--- config.mk ---
export PLATFORM = sky130hd
export DESIGN_NAME = tvs_ctrl
export DESIGN_NICKNAME = d
export VERILOG_FILES = /design/src/hw/rtl/tvs_pkg.sv /design/src/hw/rtl/tvs_ctrl.sv
export VERILOG_INCLUDE_DIRS = /design/src /design/src/hw/rtl
export SDC_FILE = /design/constraint.sdc
export NUM_CORES = 1
export LEC_CHECK = 0
export BUFFER_PORTS_ARGS = -buffer_cell sky130_fd_sc_hd__buf_2
export CAP_MARGIN = 20
export CORE_AREA = 2 2 46 48
export DETAILED_ROUTE_END_ITERATION = 7
export DIE_AREA = 0 0 48 50
export HOLD_SLACK_MARGIN = 0.08
export PLACE_DENSITY_LB_ADDON = 0.25
export SETUP_SLACK_MARGIN = 0.4
export SYNTH_ARGS = -nofsm -noshare
export SYNTH_HDL_FRONTEND = slang
export SYNTH_SLANG_ARGS = --single-unit
--- constraint.sdc ---
create_clock -name clk -period 5.9 [get_ports clk]
set_input_delay 1.18 -clock clk [delete_from_list [all_inputs] [get_ports clk]]
set_output_delay 1.18 -clock clk [all_outputs]
set_load 0.02 [all_outputs]
--- src/hw/rtl/turtle_vector_stepper_top_macros.svh ---
// Assertion macros shared by the turtle vector stepper RTL.
// Each macro expects signals named clk and rst_n in the using module.
`ifndef TURTLE_VECTOR_STEPPER_TOP_MACROS_SVH
`define TURTLE_VECTOR_STEPPER_TOP_MACROS_SVH

// Consequent must hold in the same cycle as the antecedent.
`define TVS_ASSERT_NOW(lbl, ante, cons, msg) \
    lbl: assert property (@(posedge clk) disable iff (!rst_n) (ante) |-> (cons)) \
        else $error(msg);

// Consequent must hold in the cycle after the antecedent.
`define TVS_ASSERT_NEXT(lbl, ante, cons, msg) \
    lbl: assert property (@(posedge clk) disable iff (!rst_n) (ante) |=> (cons)) \
        else $error(msg);

`endif

--- src/hw/rtl/tvs_pkg.sv ---
package tvs_pkg;

    // Field widths
    localparam int OP_W   = 3;
    localparam int AMT_W  = 32;
    localparam int POS_W  = 32;
    localparam int HDG_W  = 25;
    localparam int ST_W   = 2;
    localparam int STEP_W = 5;
    localparam int SAVE_W = 2 * POS_W + HDG_W;

    // Datapath widths
    localparam int TRIG_W     = 34;
    localparam int ANG_W      = 25;
    localparam int ATAN_W     = 22;
    localparam int RED_W      = 34;
    localparam int PROD_W     = AMT_W + TRIG_W;
    localparam int FRAC_SHIFT = 30;
    localparam int SUM_W      = POS_W + 6;

    // Opcodes
    localparam logic [OP_W-1:0] OP_PUSH  = 3'd0;
    localparam logic [OP_W-1:0] OP_POP   = 3'd1;
    localparam logic [OP_W-1:0] OP_TURN  = 3'd2;
    localparam logic [OP_W-1:0] OP_TRACE = 3'd3;
    localparam logic [OP_W-1:0] OP_MOVE  = 3'd4;

    // Result status codes
    localparam logic [ST_W-1:0] ST_DRAWN     = 2'd0;
    localparam logic [ST_W-1:0] ST_OVERFLOW  = 2'd1;
    localparam logic [ST_W-1:0] ST_UNDERFLOW = 2'd2;

    // Angles in Q16 degrees
    localparam logic [HDG_W-1:0] DEG_90  = 25'd5898240;
    localparam logic [HDG_W-1:0] DEG_180 = 25'd11796480;
    localparam logic [HDG_W-1:0] DEG_270 = 25'd17694720;
    localparam logic [HDG_W-1:0] DEG_360 = 25'd23592960;

    // 360 degrees shifted up by the top reduction step; makes any heading sum positive
    localparam logic [RED_W:0]      WRAP_BIAS = 35'd6039797760;
    localparam logic [STEP_W-1:0]   WRAP_TOP  = 5'd8;

    // CORDIC start value, gain 0.6072529350 in Q2.30
    localparam logic signed [TRIG_W-1:0] CORDIC_GAIN = 34'sd652032874;

    typedef struct packed {
        logic              load;
        logic              push;
        logic              pop;
        logic              pop_load;
        logic              wrap_step;
        logic              wrap_done;
        logic              rot_step;
        logic              mul_cos;
        logic              upd_x;
        logic              upd_y;
        logic              emit;
        logic [STEP_W-1:0] step;
        logic [ST_W-1:0]   code;
    } tvs_cmd_t;

    typedef struct packed {
        logic full;
        logic empty;
    } tvs_sts_t;

    // atan(2^-i) in Q16 degrees, rounded
    function automatic logic [ATAN_W-1:0] atan_q16(input logic [STEP_W-1:0] idx);
        logic [ATAN_W-1:0] v;
        case (idx)
            5'd0:    v = 22'd2949120;
            5'd1:    v = 22'd1740967;
            5'd2:    v = 22'd919879;
            5'd3:    v = 22'd466945;
            5'd4:    v = 22'd234379;
            5'd5:    v = 22'd117304;
            5'd6:    v = 22'd58666;
            5'd7:    v = 22'd29335;
            5'd8:    v = 22'd14668;
            5'd9:    v = 22'd7334;
            5'd10:   v = 22'd3667;
            5'd11:   v = 22'd1833;
            5'd12:   v = 22'd917;
            5'd13:   v = 22'd458;
            5'd14:   v = 22'd229;
            5'd15:   v = 22'd115;
            5'd16:   v = 22'd57;
            5'd17:   v = 22'd29;
            5'd18:   v = 22'd14;
            5'd19:   v = 22'd7;
            5'd20:   v = 22'd4;
            5'd21:   v = 22'd2;
            5'd22:   v = 22'd1;
            default: v = 22'd0;
        endcase
        return v;
    endfunction

endpackage

--- src/hw/rtl/tvs_ctrl.sv ---
`include "turtle_vector_stepper_top_macros.svh"

module tvs_ctrl #(
    parameter int CORDIC_STEPS = 16
) (
    input  logic                      clk,
    input  logic                      rst_n,
    input  logic                      in_valid,
    output logic                      in_stall,
    input  logic [tvs_pkg::OP_W-1:0]  opcode,
    output logic                      out_valid,
    input  logic                      out_stall,
    output tvs_pkg::tvs_cmd_t         cmd,
    input  tvs_pkg::tvs_sts_t         sts
);

    import tvs_pkg::*;

    localparam logic [2:0] S_IDLE = 3'd0;
    localparam logic [2:0] S_WRAP = 3'd1;
    localparam logic [2:0] S_ROT  = 3'd2;
    localparam logic [2:0] S_MULX = 3'd3;
    localparam logic [2:0] S_MULY = 3'd4;
    localparam logic [2:0] S_ADDY = 3'd5;
    localparam logic [2:0] S_POP  = 3'd6;
    localparam logic [2:0] S_EMIT = 3'd7;

    localparam logic [STEP_W-1:0] ROT_LAST = STEP_W'(CORDIC_STEPS - 1);

    logic [2:0]        state_reg, state_next;
    logic [STEP_W-1:0] step_reg, step_next;
    logic              trace_reg, trace_next;
    logic [ST_W-1:0]   code_reg, code_next;
    logic              out_valid_reg, out_valid_next;
    logic              slot_free;

    assign slot_free = !out_valid_reg || !out_stall;
    assign in_stall  = (state_reg != S_IDLE);
    assign out_valid = out_valid_reg;

    always_comb
    begin
        state_next = state_reg;
        step_next  = step_reg;
        trace_next = trace_reg;
        code_next  = code_reg;
        cmd        = '0;
        cmd.step   = step_reg;
        cmd.code   = code_reg;
        case (state_reg)
            S_IDLE:
            begin
                if (in_valid)
                begin
                    cmd.load = 1'b1;
                    case (opcode)
                        OP_PUSH:
                        begin
                            if (sts.full)
                            begin
                                code_next  = ST_OVERFLOW;
                                state_next = S_EMIT;
                            end
                            else
                            begin
                                cmd.push = 1'b1;
                            end
                        end
                        OP_POP:
                        begin
                            if (sts.empty)
                            begin
                                code_next  = ST_UNDERFLOW;
                                state_next = S_EMIT;
                            end
                            else
                            begin
                                cmd.pop    = 1'b1;
                                state_next = S_POP;
                            end
                        end
                        OP_TURN:
                        begin
                            step_next  = WRAP_TOP;
                            state_next = S_WRAP;
                        end
                        OP_TRACE, OP_MOVE:
                        begin
                            step_next  = '0;
                            trace_next = (opcode == OP_TRACE);
                            code_next  = ST_DRAWN;
                            state_next = S_ROT;
                        end
                        default:
                        begin
                            state_next = S_IDLE;
                        end
                    endcase
                end
            end
            S_WRAP:
            begin
                cmd.wrap_step = 1'b1;
                if (step_reg == '0)
                begin
                    cmd.wrap_done = 1'b1;
                    state_next    = S_IDLE;
                end
                else
                begin
                    step_next = step_reg - STEP_W'(1);
                end
            end
            S_ROT:
            begin
                cmd.rot_step = 1'b1;
                if (step_reg == ROT_LAST)
                begin
                    state_next = S_MULX;
                end
                else
                begin
                    step_next = step_reg + STEP_W'(1);
                end
            end
            S_MULX:
            begin
                cmd.mul_cos = 1'b1;
                state_next  = S_MULY;
            end
            S_MULY:
            begin
                cmd.upd_x  = 1'b1;
                state_next = S_ADDY;
            end
            S_ADDY:
            begin
                cmd.upd_y  = 1'b1;
                state_next = trace_reg ? S_EMIT : S_IDLE;
            end
            S_POP:
            begin
                cmd.pop_load = 1'b1;
                state_next   = S_IDLE;
            end
            S_EMIT:
            begin
                // hold until the output register is free or being emptied
                if (slot_free)
                begin
                    cmd.emit   = 1'b1;
                    state_next = S_IDLE;
                end
            end
            default:
            begin
                state_next = S_IDLE;
            end
        endcase
    end

    assign out_valid_next = cmd.emit ? 1'b1 : (out_valid_reg && out_stall);

    always_ff @(posedge clk or negedge rst_n)
    begin
        if (!rst_n)
        begin
            state_reg     <= S_IDLE;
            step_reg      <= '0;
            trace_reg     <= 1'b0;
            code_reg      <= ST_DRAWN;
            out_valid_reg <= 1'b0;
        end
        else
        begin
            state_reg     <= state_next;
            step_reg      <= step_next;
            trace_reg     <= trace_next;
            code_reg      <= code_next;
            out_valid_reg <= out_valid_next;
        end
    end

    `TVS_ASSERT_NOW(a_emit_no_clobber, cmd.emit, !(out_valid_reg && out_stall), "result overwritten")
    `TVS_ASSERT_NEXT(a_wrap_ends, (state_reg == S_WRAP) && (step_reg == '0), state_reg == S_IDLE, "wrap did not end")
    `TVS_ASSERT_NOW(a_rot_bound, state_reg == S_ROT, step_reg <= ROT_LAST, "rotation step out of range")

endmodule

# Word-level counts from Yosys, hierarchy flattened
# Cells that the tools add are included.
# op_classes
n_addsub,2
n_eq_ne,22
mux,33
n_reduce_logical,15
# ops
operator,count
$mux W3,8
$pmux W3 S8,1
$ne A2 B2 Y1 const B,8
$eq A3 B3 Y1 const B,5
$mux W5,3
$pmux W5 S3,1
$reduce_and A5 Y1,3
$mux W1,14
$eq A3 B2 Y1 const B,4
$pmux W3 S4,1
$pmux W5 S2,1
$reduce_bool A3 Y1,3
$eq A3 B1 Y1 const B,2
$logic_not A3 Y1,2
$mux W2,3
$pmux W2 S3,1
$add A5 B1 Y5 const B,1
$eq A5 B4 Y1 const B,1
$logic_not A5 Y1,1
$sub A5 B1 Y5 const B,1
$ne A3 B1 Y1 const B,1
$ne A3 B3 Y1 const B,1
$reduce_and A3 Y1,1
$logic_not A1 Y1,2
other kinds (3),3
# totals
reg_bits,12
inputBits,9
output_inout_bits,20
wordCells,77

# Depth between registers and ports, before layout
# depth
word_depth,5
mapped_depth,9
ltp_nobuf,9

# Least setup slack after synthesis
# OpenSTA, ideal clock, no wires.
# synth_timing
kind,input port to output port
startpoint,input port opcode[1] (netlist bit)
endpoint,output port cmd[15] (netlist bit)
arrival_time_ns,2.101
required_time_ns,4.720
path_slack_ns,2.619
path_stages,2
n_path_buf,1
cell_sequence,clkbuf_1 > nor4_1
# synth_rtl
element,line_no,source
"start, declared",tvs_ctrl.sv:10,"input logic [tvs_pkg::OP_W-1:0] opcode,"
"end, declared",tvs_ctrl.sv:13,"output tvs_pkg::tvs_cmd_t cmd,"

==> results.ini <==
[finish]
final_cell_count_no_fill = 165
largest_reg_flops = 5
fin_util_pct = 60.6
antenna_cells = 0
synthToLayoutAreaGrowth_pct = 17.9
final_nets = 152
drive_gt1_share_pct = 33.3
nFillCells = 183

[yosys]
synthesis.nets = 124
yosys_warnings = 0
yosys.area.top_type = dfrtp_1
synth-seq-area-share_pct = 30.7
synth-async-reset-ratio_pct = 100
yosysUniqueCellTypes = 44
synth_area_um2 = 977
yosysTopAreaCellShare_pct = 30.7
synthTopCellsByArea = dfrtp_1, a21oi_1, nand2_1
synth-main-ff-cell = dfrtp_1
synthCells = 111
ys_ff_latch = 12
synth_edf_count = 0
syn_avg_cell_area_um2 = 8.80

[clocking]
cts_max_path_buffers = 2
cts_buffers = 3
hold_buffers = 0
root_buffer = clkbuf_4
cts_setup_buffers = 0
ctsResizeCount = 0
clk_pin_slew_ns = 0.08
htreeDepth = 1
cts_tree = done
clk_latency_ns = 0.28
cts_num_sinks = 12

[power_and_ir_drop]
switching_share_pct = 48.8
max-vdd-ir-drop_mv = 0.228
power.share.clock_pct = 10.4
seq_power_share_pct = 27.7
pwr_density_cell_nw_per_um2 = 543
finalPower_mw = 0.625
p_comb_share_pct = 61.9
power_leakage_nw = 0.562
p_int_mw = 0.320
power.net_switching_mw = 0.305

[route]
vias = 911
drt_iter0_drc = 8
ant_nets = 0
viasPerCell = 5.52
drc = 0
drtPass1Iterations = 4
wl_um = 2130
wl_per_cell_um = 12.9

[global_routing]
grt_max_degree = 16
globalRouteTotalUtil_pct = 20.4
grt_pass1_vias = 767
grt-ovfl-total = 0
antenna_found_initial = 0
grt_pass1_wl_um = 3530

[floorplanning]
fp.dieH_um = 50
start_util_pct = 51.4
rows = 16
num_io_pins = 29
die_area_um2 = 2400
core_area_um2 = 1900
die_w_um = 48

[timing]
hold_viol = 0
min_period_ns = 3.32
fin_tns_setup_ns = 0
slew_headroom_pct = 63.8
rsz0062_at_grt = false
tightest_slew_ns = 0.543
setup_viol = 0
fin_skew_ns = 0.00929
fmax_mhz = 301
drv_slew = 0
fin_hold_ws_ns = 0.488
fin_crit_sh_pct = 56.2

[critical_path]
worst_setup_path_end_kind = primary output
worstSetupStartpointType = input pin
path_class = input pin to primary output
worstPathArrival_ns = 2.14
worstPathRequired_ns = 4.72
crit_path_max_fanout = 11

[place]
dp_cells = 161
place_hpwl_um = 1670
portBuffers = 28
place_congestion = 0.809

[job]
maxCapViolations = 0

[min_path]
hold_path.class = flop to flop

[outcome]
status = completed

cell usage in the layout (no fill, tap or decap), types with 4 or more instances in the layout:
master    count
nand2b_1      4
nor2_1       10
nand2_1      13
dfrtp_1      12
buf_2        28
inv_1         4
a21oi_1      11
cell families (layout without fill, tap and decap cells):
family | after synthesis | count (layout) | share of synthesized area (%)
buffers and inverters | 10 | 37 | 5.50
muxes | 4 | 4 | 5.12
and+or+nand+nor | 47 | 47 | 27.9
AOI/OAI and AO/OA | 31 | 31 | 22.2
xor gates and xnor gates | 3 | 3 | 2.69
DFF | 12 | 12 | 30.7
adders and majority gates | 4 | 4 | 5.89
routing by layer:
layer / share of wire (%) / track usage, % / up-vias / wire, µm
met3: 4.1 / 3.30 / 5 / 87
li1: - / - / 456 / -
met2: 49 / 30.9 / 25 / 1040
met5: 0 / 0 / - / 0
met1: 45 / 28.1 / 425 / 958
met4: 1.9 / 8.11 / 0 / 40
per-stage QoR:
step | setup WS (ns) | instance area, µm²
floorplan | 2.62 | 977
global placement | 2.60 | 1120
detailed placement | 2.58 | 1120
CTS | 2.58 | 1150
global route | 2.52 | 1150
finish | 2.58 | 1150
power by group through the flow:
| stage | sequential, mW | clock [mW] | combinational, mW |
|---|---|---|---|
| 6_report | 0.173 | 0.0649 | 0.387 |
| 5_1_grt | 0.182 | 0.0686 | 0.428 |
| 4_1_cts | 0.173 | 0.0669 | 0.391 |
| 3_5_place_dp | 0.175 | 0 | 0.389 |
| 3_3_place_gp | 0.172 | 0 | 0.380 |
| 2_1_floorplan | 0.170 | 0 | 0.308 |
cells in the mapped netlist, drive strengths merged, types with 2 or more instances:
cell	instances
mux2i	2
nand3	2
nand2	13
xnor2	3
inv	5
nor2	10
or4	3
nand2b	4
a21o	4
nor4	3
o31ai	4
ha	3
a21oi	11
buf	4
o21ai	5
a211oi	2
dfrtp	12
nor3	4
mux2	2
path summary, 6_finish.rpt:
path,slack [ns],end,from,cells after the start
max,2.58,cmd[16],opcode[1],4
min reg2reg,0.49,code_reg[0]$_DFFE_PN0P_,code_reg[0]$_DFFE_PN0P_,2
max in group asynchronous,4.89,out_valid$_DFF_PN0_,rst_n,1
min,0.49,code_reg[0]$_DFFE_PN0P_,code_reg[0]$_DFFE_PN0P_,2
min in group asynchronous,0.77,code_reg[1]$_DFFE_PN0P_,rst_n,1
max reg2reg,3.24,step_reg[4]$_DFFE_PN0P_,state_reg[0]$_DFFE_PN0P_,9
layout make-up:
class | instances | area (µm²) | area share [%]
clock buffers | 4 | 36.3 | 3.15
flip-flops and latches | 12 | 300 | 26.1
multi-input cells | 89 | 623 | 54.1
repair buffers | 28 | 140 | 12.2
well taps | 27 | 33.8 | 2.93
inverters | 5 | 18.8 | 1.63
worst max-delay path: stages:
cell	delay [ns]
buf_2	0.16
or4_4	0.54
nor2_1	0.09
buf_2	0.16
(Power assumes the default switching activity.)
